## config.mk

```make
export PLATFORM = sky130hd
export DESIGN_NAME = rau_front
export DESIGN_NICKNAME = d
export VERILOG_FILES = /design/src/hdl/rau_pkg.sv /design/src/hdl/rau_front.sv
export SDC_FILE = /design/constraint.sdc
export NUM_CORES = 1
export LEC_CHECK = 0
export BUFFER_PORTS_ARGS = -buffer_cell sky130_fd_sc_hd__clkbuf_2
export CAP_MARGIN = 20
export CORE_ASPECT_RATIO = 1.75
export CORE_UTILIZATION = 35
export DETAILED_ROUTE_END_ITERATION = 10
export SLEW_MARGIN = 20
export SYNTH_ARGS = -nofsm -noshare
export SYNTH_HDL_FRONTEND = slang
export SYNTH_SLANG_ARGS = --single-unit
```

## constraint.sdc

```tcl
create_clock -name clk -period 3.2 [get_ports clk]
set_input_delay 0.32 -clock clk [delete_from_list [all_inputs] [get_ports clk]]
set_output_delay 0.32 -clock clk [all_outputs]
set_load 0.03 [all_outputs]
```

## src/hdl/rau_pkg.sv

```systemverilog
// Rational arithmetic unit package: op codes, word width, state, job and result types.
// No dependencies; used by the top level, divider, front, queue and back part.
package rau_pkg;
	localparam int unsigned WideWidth = 64;

	typedef enum logic [1:0] {
		OP_ADD = 2'd0,
		OP_SUB = 2'd1,
		OP_MUL = 2'd2,
		OP_DIV = 2'd3
	} op_t;

	// Back-end sequencer states.
	typedef enum logic [3:0] {
		ST_IDLE,
		ST_G1_DIV,
		ST_G1_WAIT,
		ST_QA,
		ST_QA_WAIT,
		ST_QB,
		ST_QB_WAIT,
		ST_MUL1,
		ST_MUL2,
		ST_G2_DIV,
		ST_G2_WAIT,
		ST_RN,
		ST_RN_WAIT,
		ST_RD,
		ST_RD_WAIT,
		ST_DONE
	} bstate_t;

	// Classified item handed from the front part to the back part.
	typedef struct packed {
		op_t               op;
		logic              err;
		logic signed [31:0] n1;
		logic signed [31:0] d1;
		logic signed [31:0] n2;
		logic signed [31:0] d2;
	} job_t;

	// Result transfer as it leaves the block.
	typedef struct packed {
		logic signed [31:0] result_numerator;
		logic signed [31:0] result_denominator;
		logic               error;
	} res_t;
endpackage

```

## src/hdl/rau_front.sv

```systemverilog
// Front part: takes an input transfer, sign-normalizes each fraction and flags errors.
// Depends on rau_pkg; writes one classified job into the queue.
module rau_front #(
	parameter int unsigned OPERAND_WIDTH = 16
) (
	input  logic                            clk,
	input  logic                            arst_n,
	input  logic [1:0]                      mode,
	input  logic signed [OPERAND_WIDTH-1:0] first_numerator,
	input  logic signed [OPERAND_WIDTH-1:0] first_denominator,
	input  logic signed [OPERAND_WIDTH-1:0] second_numerator,
	input  logic signed [OPERAND_WIDTH-1:0] second_denominator,
	input  logic                            in_valid,
	output logic                            in_ready,
	output logic                            job_valid,
	output rau_pkg::job_t                   job,
	input  logic                            job_ready
);
	logic signed [31:0] n1, d1, n2, d2, n1f, d1f, n2f, d2f;
	rau_pkg::job_t job_q;
	logic valid_q;

	assign n1 = 32'(first_numerator);
	assign d1 = 32'(first_denominator);
	assign n2 = 32'(second_numerator);
	assign d2 = 32'(second_denominator);

	// Both parts negative: negate both.
	always_comb begin
		n1f = n1;
		d1f = d1;
		n2f = n2;
		d2f = d2;
		if (n1 < 0 && d1 < 0) begin
			n1f = -n1;
			d1f = -d1;
		end
		if (n2 < 0 && d2 < 0) begin
			n2f = -n2;
			d2f = -d2;
		end
	end

	assign in_ready  = !valid_q || job_ready;
	assign job_valid = valid_q;
	assign job       = job_q;

	always_ff @(posedge clk or negedge arst_n) begin
		if (!arst_n) begin
			valid_q <= 1'b0;
		end else if (in_ready) begin
			valid_q <= in_valid;
		end
	end

	always_ff @(posedge clk) begin
		if (in_ready && in_valid) begin
			job_q.op  <= rau_pkg::op_t'(mode);
			job_q.n1  <= n1f;
			job_q.d1  <= d1f;
			job_q.n2  <= n2f;
			job_q.d2  <= d2f;
			job_q.err <= (d1f == 0) || (d2f == 0) ||
				(rau_pkg::op_t'(mode) == rau_pkg::OP_DIV && n2f == 0);
		end
	end
endmodule

```

==> results.sh, run 1 <==
export IMPL_io_pins=203
export IMPL_antenna_found_initial=0
export IMPL_yosys_area_top_type="edfxtp_1"
export IMPL_finalSetupViolCount=0
export IMPL_async_flop_share_pct=1.19
export IMPL_ir_drop_mv=0.256
export IMPL_tns_ns=0
export IMPL_drt_iter0_drc=99
export IMPL_critical_path_buf_inv_count=2
export IMPL_wire_per_inst_um=15.3
export IMPL_required_ns=3.37
export IMPL_hold_buffers=1
export IMPL_yosys_warnings=0
export IMPL_hp_class="in2reg"
export IMPL_clockBufferDepth=2
export IMPL_cts_repair_resized=0
export IMPL_htreeDepth=3
export IMPL_fin_util_pct=45.2
export IMPL_wirelength_mm=11.4
export IMPL_synthToLayoutAreaGrowth_pct=25.4
export IMPL_critPathCaptureType="flip-flop"
export IMPL_dpl_hpwl_mm=8.92
export IMPL_path_clk_slew_ns=0.07
export IMPL_overflow=0
export IMPL_critical_path_class="in2reg"
export IMPL_dieArea_mm2=0.0139
export IMPL_grt_pass1_wl_mm=17.9
export IMPL_first_pass_iters=4
export IMPL_synthMuxAreaShare_pct=0
export IMPL_diodes=0
export IMPL_post_route_min_period_ns=2.20
export IMPL_yosys_area_share_xor_xnor_pct=8.58
export IMPL_synthTopCellsByArea="edfxtp_1 53%, buf_4 7.7%, xor2_1 5.4%, xnor2_1 3.2%, nor2_1 2.4%"
export IMPL_slowest_stage="nor4b_2"
export IMPL_synth_seq_cells=84
export IMPL_setup_slack_ns=1.00
export IMPL_cp_arrival_ns=2.37
export IMPL_final_nets=645
export IMPL_row_count=55
export IMPL_fin_area_mm2=0.00588
export IMPL_cts_setup_buffers=0
export IMPL_crit_chain="clkbuf_2, inv_1, ha_1, nor4b_2, and4_1, o221ai_1, a2111oi_0, o2111ai_1, o211ai_2"
export IMPL_cts_tree="yes"
export IMPL_cpLargestDelayFamily="compound AO/OA/AOI/OAI gates"
export IMPL_dp_worst_setup_slack_ns=0.669
export IMPL_p_leak_uw=0.00249
export IMPL_use_met2_pct=32.9
export IMPL_fin_skew_ns=0.00945
export IMPL_met3_usage_pct=4.83
export IMPL_synth_edff_count=83
export IMPL_final_max_slew_violation_count=0
export IMPL_grt_max_degree=84
export IMPL_cp_max_fo=6
export IMPL_grt_usage_pct=17.2
export IMPL_cts_made_buffers=9
export IMPL_max_slew_margin_rel_pct=50.8
export IMPL_postRouteAntennaNets=0
export IMPL_worstSetupStartpointType="primary input"
export IMPL_rsz0062_at_grt="no"
export IMPL_avgSynthCellArea_um2=11.4
export IMPL_viasPerCell=4.94
export IMPL_place_gp_congestion=0.882
export IMPL_portBuffers=202
export IMPL_synth_most_common_cell="edfxtp_1"
export IMPL_yosys_area_share_simple_pct=17.1
export IMPL_synthesis_area_mm2=0.00469
export IMPL_synth_top_area_share_pct=53.1
export IMPL_root_buffer="clkbuf_16"
export IMPL_die_h_um=155
export IMPL_busiest_layer="met2"
export IMPL_drc=0
export IMPL_yosys_area_share_adder_pct=1.60
export IMPL_synth_fp_nets=488
export IMPL_final_hold_violation_count=0
export IMPL_slowest_delay_ns=0.46
export IMPL_met1_usage_pct=16.2
export IMPL_maxCapViolations=0
export IMPL_drive_gt1_share_pct=40.6
export IMPL_powerDensity_mw_per_mm2=522
export IMPL_dp_cells=727
export IMPL_clkLatencyLatePin_ns=0.34
export IMPL_die_w_um=89.5
export IMPL_clock_sinks=84
export IMPL_synth_top_cells_by_count="83 x edfxtp_1, 48 x buf_4, 30 x nor2_1"
export IMPL_ys_types=59
export IMPL_netlist_instances=412
export IMPL_synth_top_family_by_area="simple AND/OR/NAND/NOR gates"
export IMPL_placed_area_mm2=0.00554
export IMPL_synth_seq_area_share_pct=53.6
export IMPL_fmaxAchievable_mhz=455
export IMPL_synth_compound_area_share_pct=9.12
export IMPL_synth_flop_cell="edfxtp_1"
export IMPL_timing_final_crit_share_pct=68.6
export IMPL_tightestPinTransition_ns=0.732
export IMPL_first_global_vias=3666
export IMPL_outcome="complete, no violations"
export IMPL_core_area_mm2=0.0130
export IMPL_route_vias_total=3684
export IMPL_stdcell_count=745
export IMPL_initial_core_util_pct=36.1
==> worst reg2reg max path, stage by stage (launching register included) <==
cell and delay, ns:
dfrtp_1 0.38, nand2b_1 0.12, and2_4 0.54, buf_12 0.31
==> flip-flops by register name, summed over array words and instances, names as in the netlist <==
register and flops:
job_valid 1, job 83
==> layout make-up <==
class	count	area, µm²
inverters	14	52.6
clock inverters	5	85.1
well taps	171	214
clock buffers	11	233
multi-input cells	252	1710
repair buffers	208	1070
fillers	1273	7120
flip-flops and latches	84	2520
==> per-layer routing <==
layer  wire, µm  part of all wire (%)  up-vias
met3        756                   6.6       23
met4        313                   2.7        0
met2       6510                    57      177
li1           -                     -     1767
met5          0                     0        -
met1       3830                    34     1717
==> where the power goes <==
group	internal (µW)	switching [µW]
clock network	689	426
registers	1310	28.6
logic	181	437
total	2180	892
==> worst paths after layout <==
path,cells after the start,startpoint,endpoint,slack [ns]
setup / recovery,9,first_denominator[1],job[128],1.00
hold / removal,1,mode[1],job[130],0.17
setup reg to reg,3,job_valid,job[113],1.50
hold reg to reg,2,job_valid,job_valid,0.58
max in group asynchronous,2,arst_n,job_valid,2.81
min in group asynchronous,2,arst_n,job_valid,0.30
==> cell families after synthesis <==
| logic type | count (synthesis) |
|---|---|
| AO/OA/AOI/OAI | 62 |
| XOR/XNOR | 46 |
| flip-flops | 84 |
| buffers and inverters | 76 |
| adder cells (fa/ha/maj) | 6 |
| AND/OR/NAND/NOR | 138 |
==> layout by cell type (no fill, tap or decap), types with 2 or more instances in the layout <==
| cell | n |
|---|---|
| nor4_1 | 12 |
| xnor2_1 | 17 |
| o31ai_1 | 5 |
| nor4b_1 | 2 |
| clkbuf_16 | 9 |
| a31oi_1 | 10 |
| and2_1 | 2 |
| o21ai_0 | 10 |
| nor2b_1 | 18 |
| nand4b_1 | 2 |
| o41ai_1 | 2 |
| nor3b_1 | 4 |
| nand3_1 | 4 |
| a21oi_1 | 11 |
| nor4_2 | 2 |
| a41oi_1 | 2 |
| nand4_1 | 7 |
| clkbuf_1 | 2 |
| nor3_1 | 10 |
| or3_1 | 3 |
| xor2_1 | 29 |
| inv_1 | 14 |
| bufinv_16 | 2 |
| nor2_1 | 30 |
| edfxtp_1 | 83 |
| nor4b_2 | 2 |
| nand2b_1 | 7 |
| nand2_1 | 20 |
| a21boi_0 | 4 |
| o21bai_1 | 2 |
| o21a_1 | 2 |
| buf_4 | 4 |
| clkbuf_2 | 202 |
| ha_1 | 6 |
==> per-stage QoR <==
| step | total power [µW] | hold slack, ns |
|---|---|---|
| 2_1_floorplan | 1800 | 0.0244 |
| 3_3_place_gp | 1970 | 0.0951 |
| 3_5_place_dp | 1980 | 0.101 |
| 4_1_cts | 3100 | 0.160 |
| 5_1_grt | 3200 | 0.160 |
| 6_report | 3070 | 0.174 |
(Power assumes the default switching activity.)
==> run 2: changes to the inputs <==
--- a/config.mk
+++ b/config.mk
@@ -5,6 +5,7 @@
 export SDC_FILE = /design/constraint.sdc
 export NUM_CORES = 1
 export LEC_CHECK = 0
+export ABC_AREA = 1
 export BUFFER_PORTS_ARGS = -buffer_cell sky130_fd_sc_hd__clkbuf_2
 export CAP_MARGIN = 20
 export CORE_ASPECT_RATIO = 1.75
==> constraint.sdc (replaced) <==
create_clock -name clk -period 2.08 [get_ports clk]
set_input_delay 0.208 -clock clk [delete_from_list [all_inputs] [get_ports clk]]
set_output_delay 0.208 -clock clk [all_outputs]
set_load 0.03 [all_outputs]
==> run 2 against run 1 <==
Compared with the run above:
- synthesized cell count rose by 38%
- clock power up 51%
- register-to-register slack worse by 0.80 ns
- sequential cell count did not move
- via count up 15%
- worst hold slack worse by 0.10 ns
- sequential power increased by 54%
- first-iteration DRC count grew 12%
- clock skew down 0.0056 ns
==> results.sh, run 2 <==
export IMPL_post_route_min_period_ns=1.53
export IMPL_final_max_slew_violation_count=0
export IMPL_crit_chain="clkbuf_2, inv_1, ha_1, nand3_1, o31ai_1, nand2_1, nor2_1, o21ai_0, xor2_1"
export IMPL_cts_tree="yes"
export IMPL_synthesis_area_mm2=0.00490
export IMPL_yosys_area_share_simple_pct=25.8
export IMPL_first_global_vias=4031
export IMPL_viasPerCell=4.65
export IMPL_synth_seq_cells=84
export IMPL_yosys_area_share_xor_xnor_pct=3.75
export IMPL_cp_max_fo=3
export IMPL_fmaxAchievable_mhz=652
export IMPL_synth_top_cells_by_count="150 x nand2_1, 83 x edfxtp_1, 77 x inv_1"
export IMPL_die_h_um=159
export IMPL_yosys_area_top_type="edfxtp_1"
export IMPL_clkLatencyLatePin_ns=0.33
export IMPL_critPathCaptureType="flip-flop"
export IMPL_wire_per_inst_um=13.6
export IMPL_grt_max_degree=84
export IMPL_maxCapViolations=0
export IMPL_yosys_warnings=0
export IMPL_htreeDepth=3
export IMPL_postRouteAntennaNets=0
export IMPL_route_vias_total=4243
export IMPL_clockBufferDepth=2
export IMPL_first_pass_iters=4
export IMPL_critical_path_class="in2reg"
export IMPL_cts_made_buffers=9
export IMPL_dieArea_mm2=0.0145
export IMPL_ir_drop_mv=0.507
export IMPL_powerDensity_mw_per_mm2=780
export IMPL_core_area_mm2=0.0135
export IMPL_grt_usage_pct=17.2
export IMPL_drive_gt1_share_pct=31.7
export IMPL_synth_compound_area_share_pct=2.58
export IMPL_synth_seq_area_share_pct=51.4
export IMPL_synth_most_common_cell="nand2_1"
export IMPL_worstSetupStartpointType="primary input"
export IMPL_drt_iter0_drc=111
export IMPL_grt_pass1_wl_mm=19.1
export IMPL_finalSetupViolCount=0
export IMPL_p_leak_uw=0.00307
export IMPL_path_clk_slew_ns=0.06
export IMPL_wirelength_mm=12.4
export IMPL_final_cell_mix="202 x clkbuf_2, 150 x nand2_1, 83 x edfxtp_1"
export IMPL_die_w_um=91.5
export IMPL_required_ns=2.15
export IMPL_drc=0
export IMPL_tightestPinTransition_ns=0.467
export IMPL_synth_fp_nets=646
export IMPL_largest_register_ffs=83
export IMPL_hold_start="second_denominator[0]"
export IMPL_netlist_instances=570
export IMPL_synth_top_family_by_area="simple AND/OR/NAND/NOR gates"
export IMPL_hp_class="in2reg"
export IMPL_synthTopCellsByArea="edfxtp_1 51%, nand2_1 11%, buf_4 7.8%, inv_1 5.9%, nor2_1 5.7%"
export IMPL_tns_ns=0
export IMPL_slowest_stage="o31ai_1"
export IMPL_async_flop_share_pct=1.19
export IMPL_rsz0062_at_grt="no"
export IMPL_root_buffer="clkbuf_16"
export IMPL_row_count=56
export IMPL_final_nets=810
export IMPL_slowest_delay_ns=0.32
export IMPL_synthMuxAreaShare_pct=0
export IMPL_nFillCells=1348
export IMPL_yosys_area_share_adder_pct=1.53
export IMPL_final_common_cell="clkbuf_2"
export IMPL_cpLargestDelayFamily="simple AND/OR/NAND/NOR gates"
export IMPL_timing_final_crit_share_pct=73.8
export IMPL_synthToLayoutAreaGrowth_pct=24.1
export IMPL_outcome="complete, no violations"
export IMPL_fin_skew_ns=0.00381
export IMPL_initial_core_util_pct=36.2
export IMPL_cp_arrival_ns=1.60
export IMPL_synth_edff_count=83
export IMPL_antenna_found_initial=0
export IMPL_ys_types=30
export IMPL_synth_top_area_share_pct=50.9
export IMPL_synth_flop_cell="edfxtp_1"
export IMPL_place_gp_congestion=0.871
export IMPL_max_slew_margin_rel_pct=68.9
export IMPL_avgSynthCellArea_um2=8.60
export IMPL_crit_path_start="first_numerator[0]"
export IMPL_power_uw=4740
export IMPL_diodes=0
export IMPL_final_hold_violation_count=0
export IMPL_holdWs_ns=0.0695
export IMPL_overflow=0
export IMPL_timing_rr_start="job_valid"
export IMPL_io_pins=203
export IMPL_portBuffers=202
export IMPL_clock_sinks=84
export IMPL_critical_path_buf_inv_count=2
export IMPL_dpl_hpwl_mm=10.1
[run 2: cell count changes in the layout (fill, tap and decap cells not counted), sizes merged, moves of 16 or more]
cell,change
inv,+65
nand2,+137
nand3,+47
nor2,+45
nor2b,-18
xor2,-16
[run 2: final timing paths]
| kind | endpoint | cells after the start | slack [ns] |
|---|---|---|---|
| hold / removal | job[0] | 1 | 0.07 |
| min in group asynchronous | job_valid | 2 | 0.19 |
| max in group asynchronous | job_valid | 2 | 1.79 |
| setup / recovery | job[110] | 9 | 0.55 |
| hold reg to reg | job_valid | 2 | 0.57 |
| setup reg to reg | job[33] | 2 | 0.70 |
[run 2: cell families after synthesis]
group,count (synthesis)
xor gates and xnor gates,21
DFF,84
buffers and inverters,135
AOI/OAI and AO/OA,23
and+or+nand+nor,301
adders and majority gates,6
[run 2: area by class of cell]
cell class                 instances  area (µm²)  area share (%)
timing repair buffer             208        1070            17.6
tap                              174         218            3.58
clock buffer                      11         233            3.83
inverter                          80         303            4.98
multi-input combinational        351        1660            27.3
clock inverter                     5        76.3            1.25
sequential                        84        2520            41.4
[run 2: repair_timing]
action,4_1_cts,5_1_grt
hold buffers,1,0
buffers inserted,0,0
hold endpoints to repair,1,0
gates resized for setup,0,0
[run 2: metal layers]
layer | wire (µm) | track usage, % | vias to the layer above
met3 | 665 | 3.44 | 25
met4 | 306 | 6.95 | 0
met1 | 4290 | 16.2 | 1949
li1 | - | - | 2110
met2 | 7140 | 35.1 | 159
met5 | 0 | 0 | -
[run 2: through the flow]
step | setup slack (ns) | utilization (%) | cells | instance area [µm²]
global route | 0.417 | 45.0 | 913 | 6080
CTS | 0.558 | 45.0 | 913 | 6080
global placement | 0.275 | 42.6 | 896 | 5760
detailed placement | 0.207 | 42.6 | 896 | 5760
finish | 0.546 | 45.0 | 913 | 6080
floorplan | -0.267 | - | 570 | 4910
[run 2: power breakdown]
part	internal [µW]	switching, µW	leakage [µW]	total [µW]
combinational	281	725	0.00211	1010
clock	1050	632	0.000147	1680
sequential	2010	45.8	0.000809	2060
==> run 3: changes to the inputs <==
==> constraint.sdc (replaced) <==
create_clock -name clk -period 1.3 [get_ports clk]
set_input_delay 0.13 -clock clk [delete_from_list [all_inputs] [get_ports clk]]
set_output_delay 0.13 -clock clk [all_outputs]
set_load 0.03 [all_outputs]
==> run 3 against run 2 <==
Compared with the run above:
- combinational power grew 110%
- sequential power rose by 59%
- register-to-register slack lost 0.63 ns
- clock power is 47% higher
- non-clock buffer count up 131
- critical endpoint is now job[128]
- largest power group unchanged
- highest routed layer unchanged
==> results.sh, run 3 (same netlist as run 2, synthesis figures left out) <==
export IMPL_outcome="complete, no violations"
export IMPL_postRouteAntennaNets=0
export IMPL_rsz0062_at_grt="yes"
export IMPL_maxCapViolations=0
export IMPL_critPathCaptureType="flip-flop"
export IMPL_required_ns=1.37
export IMPL_synthToLayoutAreaGrowth_pct=47.7
export IMPL_holdWs_ns=0.0184
export IMPL_path_clk_slew_ns=0.06
export IMPL_final_max_slew_violation_count=0
export IMPL_final_common_cell="clkbuf_2"
export IMPL_final_cell_mix="203 x clkbuf_2, 146 x nand2_1, 127 x buf_4"
export IMPL_ir_drop_mv=0.625
export IMPL_fmaxAchievable_mhz=782
export IMPL_met3_usage_pct=3.39
export IMPL_grt_max_degree=24
export IMPL_timing_final_crit_share_pct=98.3
export IMPL_place_gp_congestion=0.883
export IMPL_crit_top_cell="nand3_1"
export IMPL_fin_skew_ns=0.00918
export IMPL_drive_gt1_share_pct=44.5
export IMPL_wirelength_mm=13.0
export IMPL_cts_tree="yes"
export IMPL_clkLatencyLatePin_ns=0.33
export IMPL_cp_arrival_ns=1.35
export IMPL_root_buffer="clkbuf_16"
export IMPL_antenna_found_initial=0
export IMPL_use_met2_pct=36.2
export IMPL_critical_path_buf_inv_count=2
export IMPL_die_w_um=91.5
export IMPL_fin_area_mm2=0.00724
export IMPL_drt_iter0_drc=106
export IMPL_cp_max_fo=7
export IMPL_first_pass_iters=4
export IMPL_critical_path_class="in2reg"
export IMPL_max_slew_margin_rel_pct=78.7
export IMPL_viasPerCell=4.53
export IMPL_placed_area_mm2=0.00687
export IMPL_grt_usage_pct=18.1
export IMPL_finalSetupViolCount=0
export IMPL_initial_core_util_pct=36.2
export IMPL_powerDensity_mw_per_mm2=1080
export IMPL_busiest_layer="met2"
export IMPL_htreeDepth=3
export IMPL_crit_chain="clkbuf_2, inv_1, ha_2, nand3_1, nand2_2, nand3_1, xor2_1, nor2_1, nand3_1, nand3_1"
export IMPL_slowest_stage="xor2_1"
export IMPL_dieArea_mm2=0.0145
export IMPL_row_count=56
export IMPL_tightestPinTransition_ns=0.318
export IMPL_die_h_um=159
export IMPL_diodes=0
export IMPL_met1_usage_pct=17.5
export IMPL_worstSetupStartpointType="primary input"
export IMPL_wire_per_inst_um=12.4
export IMPL_io_pins=203
export IMPL_clockBufferDepth=2
export IMPL_tns_ns=0
export IMPL_hp_class="in2reg"
export IMPL_slowest_delay_ns=0.21
export IMPL_dpl_hpwl_mm=10.6
export IMPL_grt_pass1_wl_mm=20.6
export IMPL_first_global_vias=4576
export IMPL_core_area_mm2=0.0135
export IMPL_drc=0
export IMPL_overflow=0
export IMPL_portBuffers=202
export IMPL_p_leak_uw=0.00372
export IMPL_clock_sinks=84
export IMPL_final_hold_violation_count=0
export IMPL_post_route_min_period_ns=1.28
export IMPL_cts_made_buffers=9
export IMPL_cpLargestDelayFamily="simple AND/OR/NAND/NOR gates"
export IMPL_final_nets=941
export IMPL_largest_register_ffs=83
export IMPL_route_vias_total=4727
## run 3: changes by cell type in the layout (fill, tap and decap cells not counted), sizes merged
cell / previous run / this run
bufinv: 2 / 1
buf: 5 / 134
clkbuf: 213 / 212
dlygate4sd3: 1 / 2
clkinv: 2 / 4
## run 3: worst paths after layout
kind | start | endpoint | slack [ns] | cells past startpoint
max in group asynchronous | arst_n | job_valid | 1.09 | 2
min | first_denominator[0] | job[64] | 0.02 | 1
max | first_denominator[1] | job[128] | 0.02 | 10
min reg2reg | job_valid | job_valid | 0.56 | 2
min in group asynchronous | arst_n | job_valid | 0.11 | 2
max reg2reg | job_valid | job[3] | 0.07 | 3
## run 3: what timing repair did
item / CTS / global route
hold buffers: 2 / 0
setup buffers: 0 / 7
endpoints found under the hold margin: 2 / 0
setup endpoints to repair: 0 / 53
resized for setup: 0 / 9
## run 3: per-layer routing
metal / vias to the layer above / routed length (µm)
met5: - / 0
met1: 2154 / 4520
li1: 2374 / -
met3: 29 / 669
met4: 0 / 472
met2: 170 / 7320
## run 3: layout make-up
| cell class | count | area, µm² |
|---|---|---|
| Multi-Input combinational cell | 351 | 1780 |
| Timing Repair Buffer | 339 | 2130 |
| Clock buffer | 9 | 225 |
| Fill cell | 1272 | 6280 |
| Clock inverter | 6 | 56.3 |
| Tap cell | 174 | 218 |
| Inverter | 80 | 313 |
| Sequential cell | 84 | 2520 |
## run 3: report_power, final
part,internal [µW],switching (µW),total (µW)
clock,1460,1010,2470
combinational,797,1280,2080
sequential,3220,53.2,3270
total,5480,2340,7820
## run 3: through the flow
step | power [µW] | util (%) | instances | worst slack [ns]
floorplan | 4560 | - | 570 | -1.05
global placement | 5360 | 50.8 | 1019 | -0.280
detailed placement | 5390 | 50.8 | 1019 | -0.312
CTS | 7890 | 53.0 | 1036 | 0.00147
global route | 8180 | 53.5 | 1043 | -0.0531
finish | 7820 | 53.5 | 1043 | 0.0215
