[config.mk]
export PLATFORM = sky130hd
export DESIGN_NAME = rau_fifo
export DESIGN_NICKNAME = d
export VERILOG_FILES = /design/src/hdl/rau_pkg.sv /design/src/hdl/rau_fifo.sv
export SDC_FILE = /design/constraint.sdc
export NUM_CORES = 1
export LEC_CHECK = 0
export BUFFER_PORTS_ARGS = -buffer_cell sky130_fd_sc_hd__buf_2
export CAP_MARGIN = 20
export CORE_MARGIN = 2
export CORE_UTILIZATION = 47
export DETAILED_ROUTE_END_ITERATION = 8
export PLACE_DENSITY = 0.8
export SLEW_MARGIN = 20
export SYNTH_ARGS = -nofsm -noshare
export SYNTH_HDL_FRONTEND = slang
export SYNTH_SLANG_ARGS = --single-unit
[constraint.sdc]
create_clock -name clk -period 6.6 [get_ports clk]
set_input_delay 0.33 -clock clk [delete_from_list [all_inputs] [get_ports clk]]
set_output_delay 0.33 -clock clk [all_outputs]
set_load 0.01 [all_outputs]
[src/hdl/rau_pkg.sv]
// Rational arithmetic unit package: op codes, word width, state, job and result types.
// No dependencies; used by the top level, divider, front, queue and back part.
package rau_pkg;
	localparam int unsigned WideWidth = 64;

	typedef enum logic [1:0] {
		OP_ADD = 2'd0,
		OP_SUB = 2'd1,
		OP_MUL = 2'd2,
		OP_DIV = 2'd3
	} op_t;

	// Back-end sequencer states.
	typedef enum logic [3:0] {
		ST_IDLE,
		ST_G1_DIV,
		ST_G1_WAIT,
		ST_QA,
		ST_QA_WAIT,
		ST_QB,
		ST_QB_WAIT,
		ST_MUL1,
		ST_MUL2,
		ST_G2_DIV,
		ST_G2_WAIT,
		ST_RN,
		ST_RN_WAIT,
		ST_RD,
		ST_RD_WAIT,
		ST_DONE
	} bstate_t;

	// Classified item handed from the front part to the back part.
	typedef struct packed {
		op_t               op;
		logic              err;
		logic signed [31:0] n1;
		logic signed [31:0] d1;
		logic signed [31:0] n2;
		logic signed [31:0] d2;
	} job_t;

	// Result transfer as it leaves the block.
	typedef struct packed {
		logic signed [31:0] result_numerator;
		logic signed [31:0] result_denominator;
		logic               error;
	} res_t;
endpackage

[src/hdl/rau_fifo.sv]
// Two-entry queue between the front and back parts.
// Depends on rau_pkg for the job type.
module rau_fifo (
	input  logic          clk,
	input  logic          arst_n,
	input  logic          wr_valid,
	output logic          wr_ready,
	input  rau_pkg::job_t wr_data,
	output logic          rd_valid,
	input  logic          rd_ready,
	output rau_pkg::job_t rd_data
);
	rau_pkg::job_t mem_q [2];
	logic wp_q, rp_q;
	logic [1:0] cnt_q;
	logic wr, rd;

	assign wr_ready = cnt_q != 2'd2;
	assign rd_valid = cnt_q != 2'd0;
	assign rd_data  = mem_q[rp_q];
	assign wr = wr_valid && wr_ready;
	assign rd = rd_valid && rd_ready;

	always_ff @(posedge clk or negedge arst_n) begin
		if (!arst_n) begin
			wp_q  <= 1'b0;
			rp_q  <= 1'b0;
			cnt_q <= '0;
		end else begin
			if (wr) wp_q <= !wp_q;
			if (rd) rp_q <= !rp_q;
			cnt_q <= cnt_q + {1'b0, wr} - {1'b0, rd};
		end
	end

	always_ff @(posedge clk) begin
		if (wr) mem_q[wp_q] <= wr_data;
	end
endmodule

==> metrics.log, run 1 <==
[metrics] status: completed
[metrics] synth top area cells: sky130_fd_sc_hd__edfxtp_1 (79%), sky130_fd_sc_hd__mux2_4 (12%), sky130_fd_sc_hd__mux2_2 (5.7%), sky130_fd_sc_hd__buf_6 (1.0%), sky130_fd_sc_hd__dfrtp_1 (1.0%)
[metrics] kind of path behind the tightest hold check: primary input to register
[metrics] number of storage elements in the synthesis netlist: about 270
[metrics] element type at the critical path end: output port
[metrics] clock buffers created by TritonCTS: 27
[metrics] gate count of the mapped netlist: between 400 and 500
[metrics] HPWL reported at the end of detailed placement: ~13000 µm
[metrics] via count of the first global-routing pass: ~6000
[metrics] Reg-to-Reg End: mem_q[0][91]$_DFFE_PP_
[metrics] Post-Layout Cell Count: 1127
[metrics] via count of the routed design: between 5000 and 6000
[metrics] post_cts resized: 0
[metrics] number of H-tree levels: 1
[metrics] Max IR drop VDD: between 0.3 and 0.4 mV
[metrics] leading area contributor after synthesis: sky130_fd_sc_hd__edfxtp_1
[metrics] WP data required: approximately 6.3 ns
[metrics] Crit Path Class: register to output port
[metrics] Horiz. Die Dim: 149.9 µm
[metrics] final-report hold violation count: 0
[metrics] Clock Skews: 0.01136 ns
[metrics] top-level I/O count: between 200 and 300
[metrics] clock insertion delay at the later pin of the skew report: 0.52 ns
[metrics] fraction of final layout cells with drive strength greater than 1: a little over half
[metrics] final net count: ~970
[metrics] wire length of the first global-routing pass: between 30000 and 40000 µm
[metrics] launch instance of the worst register-to-register path: cnt_q[0]$_DFF_PN0_
[metrics] share of the yosys chip area belonging to registers: about four fifths
[metrics] P per Cell Area: roughly 420 nW/µm²
[metrics] Setup Total Neg Slack: 0 ns
[metrics] iteration count of the initial detailed-routing pass: 5
[metrics] height of the chip: approximately 150 µm
[metrics] launch point of the critical path: rp_q$_DFFE_PN0P_
[metrics] Cell variety after synth: 20
[metrics] mean routed wirelength per cell: between 15 and 20 µm
[metrics] final count of negative-setup-slack endpoints: 0
[metrics] minimum setup slack among reg-to-reg paths: around 4.0 ns
[metrics] maximum number of pins on one net before global-route repair: 79
[metrics] number of pins with negative max-slew slack in the final report: 0
[metrics] Core Region: between 20000 and 25000 µm²
[metrics] TritonCTS clock tree: yes
[metrics] weighted congestion at the end of routability-driven global placement: 0.7581
[metrics] Post-Syn Area per Cell: between 20 and 25 µm²
[metrics] number of vias per cell: 4.899
[metrics] total grt overflow: 0
[metrics] achievable frequency: 320.5 MHz
[metrics] Synth Warn #: 0
[metrics] count of input and output buffers: approximately 270
[metrics] overall die area: about 22000 µm²
[metrics] share of Yosys cell area claimed by the top area cell type: around four fifths
[metrics] leakage power: 0.005398 µW
[metrics] largest buffer count on any clock path: 3
[metrics] netlist area before placement: approximately 10000 µm²
[metrics] nets in the synthesized netlist: roughly 570
[metrics] Sink Count: between 200 and 300
[metrics] worst-case headroom to the max-slew limit: between 30% and 40%
[metrics] slew at the pin with the worst max-slew slack: just under 1 ns
[metrics] count of placed standard cells including taps: 962
[metrics] Initial DRC Count: between 200 and 300
[metrics] Final Critical Period: 3.120 ns
[metrics] CTS Root Buffer Type: sky130_fd_sc_hd__clkbuf_16
[metrics] synth-to-layout area growth: 36.94%
[metrics] clock-pin slew reported for the worst setup and hold paths after clock tree synthesis: about 0.060 ns
[metrics] antenna violations before repair: 0
[metrics] share of the core filled with cells: between 60% and 70%
[metrics] GRT Overall Usage: between 10% and 20%
[metrics] unrepaired setup endpoints after global routing: false
[metrics] beginning of the worst hold path: wr_data[25]
[metrics] total power: approximately 5800 µW
[metrics] final worst-path cycle share: a little under half
[metrics] Max Fanout on Critical Path: 57
[metrics] critical path startpoint category: register
[metrics] data arrival time of the worst path: approximately 2.8 ns
[metrics] DRT Wirelength: around 21000 µm
[metrics] number of placement rows: 53
[metrics] Inserted Diodes: 0
[metrics] max-capacitance violation count: 0
[metrics] DRC violation count after routing: 0
[metrics] depth of the worst register-to-register path: 4
[metrics] effective utilization at floorplan: 47.75%
[metrics] remaining antenna violation count: 0
[metrics] end point of the critical path: rd_data[12]
## power by group
part	total (µW)	internal, µW	switching, µW
registers	2470	2310	157
clock network	1560	947	618
logic	1760	883	877
total	5790	4140	1650
## cell usage after synthesis
cell / n
sky130_fd_sc_hd__dfrtp_1: 4
sky130_fd_sc_hd__nand2_1: 2
sky130_fd_sc_hd__nand3_1: 1
sky130_fd_sc_hd__and3_1: 1
sky130_fd_sc_hd__a311oi_1: 1
sky130_fd_sc_hd__o21ai_0: 1
sky130_fd_sc_hd__o21ba_2: 1
sky130_fd_sc_hd__nand2b_1: 1
sky130_fd_sc_hd__or2_2: 1
sky130_fd_sc_hd__buf_6: 9
sky130_fd_sc_hd__edfxtp_1: 262
sky130_fd_sc_hd__nor2_1: 3
sky130_fd_sc_hd__ha_1: 1
sky130_fd_sc_hd__mux2_4: 80
sky130_fd_sc_hd__buf_2: 5
sky130_fd_sc_hd__buf_8: 1
sky130_fd_sc_hd__nor4bb_1: 1
sky130_fd_sc_hd__mux2_2: 51
sky130_fd_sc_hd__nor2b_1: 1
sky130_fd_sc_hd__xnor2_1: 3
## stage by stage
step / worst slack, ns / hold WS, ns / cell area (µm²)
6_report: 3.480 / 0.01840 / 13700
5_1_grt: 3.314 / 0.0006332 / 13700
4_1_cts: 3.446 / 0.00005995 / 13620
3_5_place_dp: 3.910 / 0.1458 / 11600
3_3_place_gp: 4.023 / 0.1384 / 11600
2_1_floorplan: 2.051 / 0.03441 / 10010
## state kept, by name, summed over array words and instances (netlist names)
signal  flops
mem_q     262
wp_q        1
rp_q        1
cnt_q       2
## critical path, stage by stage, from the launching register on
cell and delay, ns:
sky130_fd_sc_hd__dfrtp_4 0.81, sky130_fd_sc_hd__buf_4 0.84, sky130_fd_sc_hd__mux2_2 0.43, sky130_fd_sc_hd__buf_2 0.14
## routing by layer
metal | vias up | track usage (%) | wire length, µm
met1 | 2720 | 21.36 | 7917
met2 | 235 | 32.79 | 11240
li1 | 2522 | - | -
met4 | 0 | 5.425 | 516
met5 | - | 0 | 0
met3 | 44 | 3.963 | 1417
## how the worst min path moves through the flow
| stage | endpoint | slack [ns] | cells past startpoint |
|---|---|---|---|
| floorplan | cnt_q[0]$_DFF_PN0_ | 0.03 | 0 |
| global placement | rp_q$_DFFE_PN0P_ | 0.14 | 1 |
| detailed placement | rp_q$_DFFE_PN0P_ | 0.15 | 1 |
| CTS | mem_q[1][57]$_DFFE_PP_ | 0.00006 | 1 |
| global route | mem_q[1][93]$_DFFE_PP_ | 0.0006 | 1 |
| finish | mem_q[1][25]$_DFFE_PP_ | 0.02 | 1 |
## cells by family (layout without fill, tap and decap cells)
kind of cell	after synthesis	count (layout)	synth area share, %
DFF	266	266	79.63
muxes	131	131	17.74
adders and majority gates	1	1	0.1250
xor gates and xnor gates	3	3	0.2626
buffers and inverters	15	437	1.413
AOI/OAI and AO/OA	3	3	0.2376
and+or+nand+nor	11	11	0.5879
## area by class of cell
cell class / count / area, µm²
clock buffers: 28 / 679.4
clock inverters: 21 / 245.2
fillers: 1398 / 7253
multi-input cells: 149 / 1909
flip-flops and latches: 266 / 7971
well taps: 275 / 344.1
repair buffers: 388 / 2552
## layout by cell type, fill, tap and decap left out, types with 2 or more instances in the layout
cell type / netlist / final
sky130_fd_sc_hd__dfrtp_1: 4 / 3
sky130_fd_sc_hd__xnor2_1: 3 / 3
sky130_fd_sc_hd__clkinv_2: 0 / 6
sky130_fd_sc_hd__mux2_2: 51 / 51
sky130_fd_sc_hd__buf_4: 0 / 5
sky130_fd_sc_hd__buf_2: 5 / 267
sky130_fd_sc_hd__mux2_4: 80 / 80
sky130_fd_sc_hd__dlygate4sd3_1: 0 / 115
sky130_fd_sc_hd__nand2_1: 2 / 2
sky130_fd_sc_hd__clkinvlp_4: 0 / 4
sky130_fd_sc_hd__clkinv_1: 0 / 4
sky130_fd_sc_hd__nor2_1: 3 / 2
sky130_fd_sc_hd__clkbuf_16: 0 / 27
sky130_fd_sc_hd__bufinv_16: 0 / 5
sky130_fd_sc_hd__edfxtp_1: 262 / 262
## repair_timing
item,CTS,global route
hold buffers,110,5
setup buffers,0,0
endpoints found under the hold margin,219,9
(Power assumes the default switching activity.)
==> run 2, diff against run 1 <==
CORE_UTILIZATION = 50   (was 47)
PLACE_DENSITY = 0.81   (was 0.8)
clock period = 3 ns   (was 6.6 ns; I/O delays follow)
==> run 2 against run 1 <==
Compared with the run above: hold slack improved by 0.34 ns; combinational power rose by 130%; core utilization rose by 5.8 points; global-route usage rose by 2.0 points; sequential share of layout area fell by 0.82 points; critical path depth did not move; sequential cell count did not move; sequential power rose by 120%; register-to-register slack got worse by 2.9 ns; cell count rose by 1.2%; clock skew fell by 0.0028 ns; largest power group unchanged.
==> metrics.log, run 2 (same netlist as run 1, synthesis figures left out) <==
[metrics] GRT Overall Usage: 19.98% (+2.0 points)
[metrics] via count of the routed design: 5643 (+2.2%)
[metrics] TritonCTS clock tree: yes
[metrics] clock insertion delay at the later pin of the skew report: 0.51 ns (about the same)
[metrics] Top Registers: mem_q: 262 flops, cnt_q: 2 flops
[metrics] Core Region: 19530 µm² (-6.8%)
[metrics] unrepaired setup endpoints after global routing: false
[metrics] DRT Wirelength: 21690 µm (+2.8%)
[metrics] wire length of the first global-routing pass: 33280 µm (+6.9%)
[metrics] number of pins with negative max-slew slack in the final report: 0 (unchanged)
[metrics] weighted congestion at the end of routability-driven global placement: 0.7904 (+4.3%)
[metrics] Max Fanout on Critical Path: 45 (-21%)
[metrics] mean routed wirelength per cell: 19.01 µm (+1.5%)
[metrics] Clock Skews: 0.008538 ns (-0.002823 ns)
[metrics] fraction of final layout cells with drive strength greater than 1: 51.94% (-1.2 points)
[metrics] buffer count from post-CTS setup fixing: 0 (unchanged)
[metrics] kind of path behind the tightest hold check: primary input to register
[metrics] final count of negative-setup-slack endpoints: 0 (unchanged)
[metrics] effective utilization at floorplan: 51.24% (+3.5 points)
[metrics] WP data required: 2.85 ns (-3.42 ns)
[metrics] final net count: 993 (+2.6%)
[metrics] HPWL reported at the end of detailed placement: 12440 µm (-1.5%)
[metrics] most common library cell in the layout ignoring fill and taps: sky130_fd_sc_hd__buf_2
[metrics] number of placement rows: 51 (-3.8%)
[metrics] synth-to-layout area growth: 38.90%
[metrics] leakage power: 0.005494 µW (+1.8%)
[metrics] P per Cell Area: 907.1 nW/µm² (+110%)
[metrics] Sink Count: 266 (unchanged)
[metrics] worst-case headroom to the max-slew limit: 50.94% (+16 points)
[metrics] share of the core filled with cells: 71.18% (+5.8 points)
[metrics] status: completed
[metrics] remaining antenna violation count: 0 (unchanged)
[metrics] register bank with the most flops: mem_q
[metrics] count of input and output buffers: 267 (unchanged)
[metrics] via count of the first global-routing pass: 6102 (+4.6%)
[metrics] iteration count of the initial detailed-routing pass: 4 (-1)
[metrics] number of vias per cell: 4.946 (+0.96%)
[metrics] data arrival time of the worst path: 2.33 ns (-0.46 ns)
[metrics] max-capacitance violation count: 0 (unchanged)
[metrics] height of the chip: 145.5 µm (-3.0%)
[metrics] top-level I/O count: 268 (unchanged)
[metrics] critical path startpoint category: register
[metrics] total grt overflow: 0 (unchanged)
[metrics] most frequent cells in the layout: sky130_fd_sc_hd__buf_2 (267), sky130_fd_sc_hd__edfxtp_1 (262), sky130_fd_sc_hd__dlygate4sd3_1 (135)
[metrics] final worst-path cycle share: roughly 83%
[metrics] Final Critical Period: ~2.5 ns
[metrics] Setup Total Neg Slack: 0 ns (unchanged)
[metrics] element type at the critical path end: output port
[metrics] antenna violations before repair: 0 (unchanged)
[metrics] overall die area: 21160 µm² (-5.8%)
[metrics] achievable frequency: 403.8 MHz
[metrics] clock-pin slew reported for the worst setup and hold paths after clock tree synthesis: 0.06 ns (about the same)
[metrics] worst hold slack after final layout: 0.3595 ns (+0.3411 ns)
[metrics] Inserted Diodes: 0 (unchanged)
[metrics] Horiz. Die Dim: 145.5 µm (-3.0%)
[metrics] number of H-tree levels: 1 (unchanged)
[metrics] maximum number of pins on one net before global-route repair: 96 (+22%)
[metrics] Max IR drop VDD: 0.5848 mV (+55%)
[metrics] filler cell count in the final layout: 1184 (-15%)
[metrics] final-report hold violation count: 0 (unchanged)
[metrics] max reg flops: 262 (unchanged)
[metrics] largest buffer count on any clock path: 3 (unchanged)
[metrics] Crit Path Class: register to output port
[metrics] CTS Root Buffer Type: sky130_fd_sc_hd__clkbuf_16
[metrics] slew at the pin with the worst max-slew slack: 0.7359 ns (-0.2389 ns)
[metrics] DRC violation count after routing: 0 (unchanged)
[metrics] clock buffers created by TritonCTS: 27 (unchanged)
[metrics] Initial DRC Count: 319 (+22%)
==> run 2: metrics by stage <==
stage	power [µW]	instances	cell area [µm²]	setup WS (ns)
finish	12610	1141	13900	0.5238
global route	13120	1141	13900	0.4339
CTS	12630	1141	13900	0.5097
detailed placement	9346	958	11710	1.031
global placement	9212	958	11710	1.090
floorplan	8032	430	10030	0.01024
==> run 2: power breakdown <==
group          internal, µW  switching (µW)  total [µW]
logic                  2050            1940        3990
clock network          1840            1310        3160
registers              5080             377        5460
total                  8980            3630       12600
==> run 2: cell type report <==
cell class              instances  area (µm²)  share of cell area [%]
flip-flops and latches        266        7971                   57.36
repair buffers                413        2833                   20.38
well taps                     265       331.6                   2.386
clock inverters                15       130.1                  0.9363
multi-input cells             149        1924                   13.85
clock buffers                  33       708.2                   5.095
==> run 2: worst paths after layout <==
kind	from	to	slack, ns	depth (start not counted)
setup / recovery	rp_q$_DFFE_PN0P_	rd_data[27]	0.52	3
hold / removal	wr_data[6]	mem_q[0][6]$_DFFE_PP_	0.36	2
setup reg to reg	cnt_q[0]$_DFF_PN0_	mem_q[1][59]$_DFFE_PP_	1.05	3
hold reg to reg	wp_q$_DFFE_PN0P_	wp_q$_DFFE_PN0P_	0.56	1
max in group asynchronous	arst_n	rp_q$_DFFE_PN0P_	2.19	3
min in group asynchronous	arst_n	cnt_q[0]$_DFF_PN0_	0.59	3
==> run 2: routing by layer <==
metal / global-route usage, % / up-vias / part of all wire [%]
met5: 0 / - / 0
met4: 5.637 / 0 / 2.6
met3: 4.013 / 50 / 6.0
met2: 37.13 / 260 / 52
met1: 23.58 / 2771 / 39
li1: - / 2562 / -
==> run 2: timing repair <==
action / 4_1_cts / 5_1_grt
hold buffers: 135 / 0
hold endpoints to repair: 268 / 0
resized for setup: 0 / 0
==> run 2: critical path: stages (launching register included) <==
cell and delay (ns):
sky130_fd_sc_hd__dfrtp_4 0.92, sky130_fd_sc_hd__buf_4 0.36, sky130_fd_sc_hd__mux2_2 0.38, sky130_fd_sc_hd__buf_2 0.14
==> run 3, diff against run 2 <==
CORE_UTILIZATION = 47   (was 50)
PLACE_DENSITY = 0.8   (was 0.81)
clock period = 2 ns   (was 3 ns; I/O delays follow)
==> run 3 against run 2 <==
Compared with the run above: register-to-register slack worse by 0.67 ns; hold slack got worse by 0.055 ns; sequential power rose by 47%; critical path depth rose by 1; clock-buffer cell count down 1; sequential share of layout area is 1.0 points lower; final area rose by 1.8%; global-route usage is 1.2 points lower; die area rose by 6.2%.
==> metrics.log, run 3 (same netlist as run 1, synthesis figures left out) <==
[metrics] NetSw: 5523 µW (+52%)
[metrics] element type at the critical path end: output port
[metrics] fraction of final layout cells with drive strength greater than 1: 52.36% (+0.42 points)
[metrics] WP data required: 1.90 ns (-0.95 ns)
[metrics] Reg-to-Reg End: mem_q[0][86]$_DFFE_PP_
[metrics] count of input and output buffers: 267 (unchanged)
[metrics] GRT Overall Usage: 18.74% (-1.2 points)
[metrics] filler cell count in the final layout: 1337 (+13%)
[metrics] achievable frequency: 506.2 MHz
[metrics] minimum setup slack among reg-to-reg paths: 0.38 ns (-0.67 ns)
[metrics] max reg flops: 262 (unchanged)
[metrics] final-report hold violation count: 0 (unchanged)
[metrics] weighted congestion at the end of routability-driven global placement: 0.7294 (-7.7%)
[metrics] final count of negative-setup-slack endpoints: 0 (unchanged)
[metrics] worst-case headroom to the max-slew limit: 73.30% (+22 points)
[metrics] standard cell area after detailed placement: 11810 µm² (+0.83%)
[metrics] maximum number of pins on one net before global-route repair: 69 (-28%)
[metrics] final worst-path cycle share: a little over nine tenths
[metrics] DRT Wirelength: 21970 µm (+1.3%)
[metrics] P per Cell Area: 1391 nW/µm² (+53%)
[metrics] fraction of power spent switching nets: 28.07% (-0.74 points)
[metrics] met3 usage: 3.598% (-0.41 points)
[metrics] height of the chip: 149.9 µm (+3.1%)
[metrics] fraction of power consumed by the clock network: 25.8% (+0.8 points)
[metrics] unrepaired setup endpoints after global routing: true
[metrics] number of vias per cell: 4.880 (-1.3%)
[metrics] most common library cell in the layout ignoring fill and taps: sky130_fd_sc_hd__buf_2
[metrics] Sink Count: 266 (unchanged)
[metrics] clock-pin slew reported for the worst setup and hold paths after clock tree synthesis: 0.07 ns (about the same)
[metrics] Horiz. Die Dim: 149.9 µm (+3.1%)
[metrics] largest buffer count on any clock path: 3 (unchanged)
[metrics] synth-to-layout area growth: 41.43%
[metrics] DRC violation count after routing: 0 (unchanged)
[metrics] Max IR drop VDD: 0.7684 mV (+31%)
[metrics] Top Registers: mem_q: 262 flops, cnt_q: 2 flops
[metrics] clock buffers created by TritonCTS: 27 (unchanged)
[metrics] wire length of the first global-routing pass: 32470 µm (-2.4%)
[metrics] CTS Root Buffer Type: sky130_fd_sc_hd__clkbuf_16
[metrics] Final Critical Period: 1.975 ns
[metrics] share of power burned in registers: 40.7% (-2.6 points)
[metrics] number of cells traversed by the worst hold path: 2 (unchanged)
[metrics] antenna violations before repair: 0 (unchanged)
[metrics] status: completed
[metrics] share of the core filled with cells: 67.53% (-3.6 points)
[metrics] via count of the first global-routing pass: 6227 (+2.0%)
[metrics] leakage power: 0.005617 µW (+2.2%)
[metrics] most frequent cells in the layout: sky130_fd_sc_hd__buf_2 (267), sky130_fd_sc_hd__edfxtp_1 (262), sky130_fd_sc_hd__dlygate4sd3_1 (135)
[metrics] remaining antenna violation count: 0 (unchanged)
[metrics] number of placement rows: 53 (+3.9%)
[metrics] power share of the combinational group: 33.5% (+1.8 points)
[metrics] internal power: 14160 µW (+58%)
[metrics] iteration count of the initial detailed-routing pass: 4 (unchanged)
[metrics] kind of path behind the tightest hold check: primary input to register
[metrics] post-layout instance area: 14150 µm² (+1.8%)
[metrics] total power: 19680 µW (+56%)
[metrics] Max Fanout on Critical Path: 18 (-60%)
[metrics] via count of the routed design: 5676 (+0.58%)
[metrics] met2 track demand over resource: 35.87% (-1.3 points)
[metrics] worst-case hold path end point: mem_q[0][6]$_DFFE_PP_
[metrics] register bank with the most flops: mem_q
[metrics] depth of the worst register-to-register path: 4 (+1)
[metrics] data arrival time of the worst path: 1.88 ns (-0.45 ns)
[metrics] max-capacitance violation count: 0 (unchanged)
[metrics] M1 GR Usage: 20.85% (-2.7 points)
[metrics] global route hottest layer: met2
[metrics] overall die area: 22470 µm² (+6.2%)
[metrics] final net count: 1007 (+1.4%)
[metrics] HPWL reported at the end of detailed placement: 12810 µm (+3.0%)
[metrics] clock insertion delay at the later pin of the skew report: 0.52 ns (about the same)
[metrics] Core Region: 20960 µm² (+7.3%)
[metrics] Crit Path Class: register to output port
[metrics] number of pins with negative max-slew slack in the final report: 0 (unchanged)
[metrics] beginning of the worst hold path: wr_data[6]
[metrics] launch instance of the worst register-to-register path: cnt_q[0]$_DFF_PN0_
[metrics] number of H-tree levels: 1 (unchanged)
[metrics] Clock Skews: 0.02193 ns (+0.01339 ns)
[metrics] TritonCTS clock tree: yes
[metrics] critical path startpoint category: register
[metrics] total grt overflow: 0 (unchanged)
[metrics] Initial DRC Count: 223 (-30%)
[metrics] effective utilization at floorplan: 47.75% (-3.5 points)
[metrics] Inserted Diodes: 0 (unchanged)
[metrics] mean routed wirelength per cell: 18.89 µm (-0.62%)
[metrics] slew at the pin with the worst max-slew slack: 0.4006 ns (-0.3354 ns)
[metrics] top-level I/O count: 268 (unchanged)
[run 3: cell count changes in the layout (fill, tap and decap cells not counted), sizes merged]
cell,before,now
buf,278,291
bufinv,2,5
clkinv,12,9
clkinvlp,1,0
clkbuf,33,32
bufbuf,0,1
[run 3: routing by layer]
metal / routed length, µm / up-vias / part of all wire (%)
met3: 1270 / 47 / 5.8
met2: 11930 / 221 / 54
met5: 0 / - / 0
met4: 540 / 0 / 2.5
li1: - / 2592 / -
met1: 8229 / 2816 / 37
[run 3: what timing repair did]
item	4_1_cts	5_1_grt
setup buffers	5	5
cloned	1	0
setup endpoints to repair	81	35
hold buffers	135	0
gates resized for setup	1	0
hold endpoints to repair	268	0
[run 3: worst max path at each step]
stage                  startpoint  slack [ns]                endpoint  cells after the start
3_5_place_dp   cnt_q[0]$_DFF_PN0_        0.42  mem_q[0][57]$_DFFE_PP_                      4
4_1_cts          rp_q$_DFFE_PN0P_       0.006             rd_data[97]                      4
2_1_floorplan  cnt_q[0]$_DFF_PN0_       -0.99   mem_q[0][0]$_DFFE_PP_                      3
3_3_place_gp     rp_q$_DFFE_PN0P_        0.46             rd_data[84]                      4
6_report         rp_q$_DFFE_PN0P_        0.02             rd_data[94]                      4
5_1_grt          rp_q$_DFFE_PN0P_       -0.02             rd_data[94]                      4
[run 3: power by group through the flow]
stage                     sequential [µW]  combinational, µW  clock (µW)
after floorplan                      8020               4030           0
after global placement               8040               5960           0
after detailed placement             8140               6090           0
after CTS                            8010               6540        5120
after global routing                 8110               7020        5390
final                                8010               6600        5070
[run 3: critical path: stages, from the launching register on]
cell	delay [ns]
sky130_fd_sc_hd__dfrtp_4	0.54
sky130_fd_sc_hd__buf_12	0.18
sky130_fd_sc_hd__buf_12	0.17
sky130_fd_sc_hd__mux2_4	0.31
sky130_fd_sc_hd__buf_2	0.15
[run 3: layout make-up]
class / count / area, µm² / area share, %
clock buffer: 32 / 694.4 / 4.907
clock inverter: 14 / 187.7 / 1.326
sequential: 266 / 7971 / 56.33
timing repair buffer: 427 / 3029 / 21.41
multi-input combinational: 149 / 1924 / 13.60
tap: 275 / 344.1 / 2.431
[run 3: per-stage QoR]
| step | hold WS, ns | cells | setup TNS [ns] | setup slack (ns) |
|---|---|---|---|---|
| after detailed placement | -0.08608 | 971 | 0 | 0.4160 |
| after CTS | 0.2747 | 1158 | 0 | 0.006212 |
| after global routing | 0.2931 | 1163 | -0.1267 | -0.01833 |
| final | 0.3048 | 1163 | 0 | 0.02467 |
| after global placement | -0.08555 | 971 | 0 | 0.4565 |
| after floorplan | -0.1956 | 430 | -216.05 | -0.9866 |
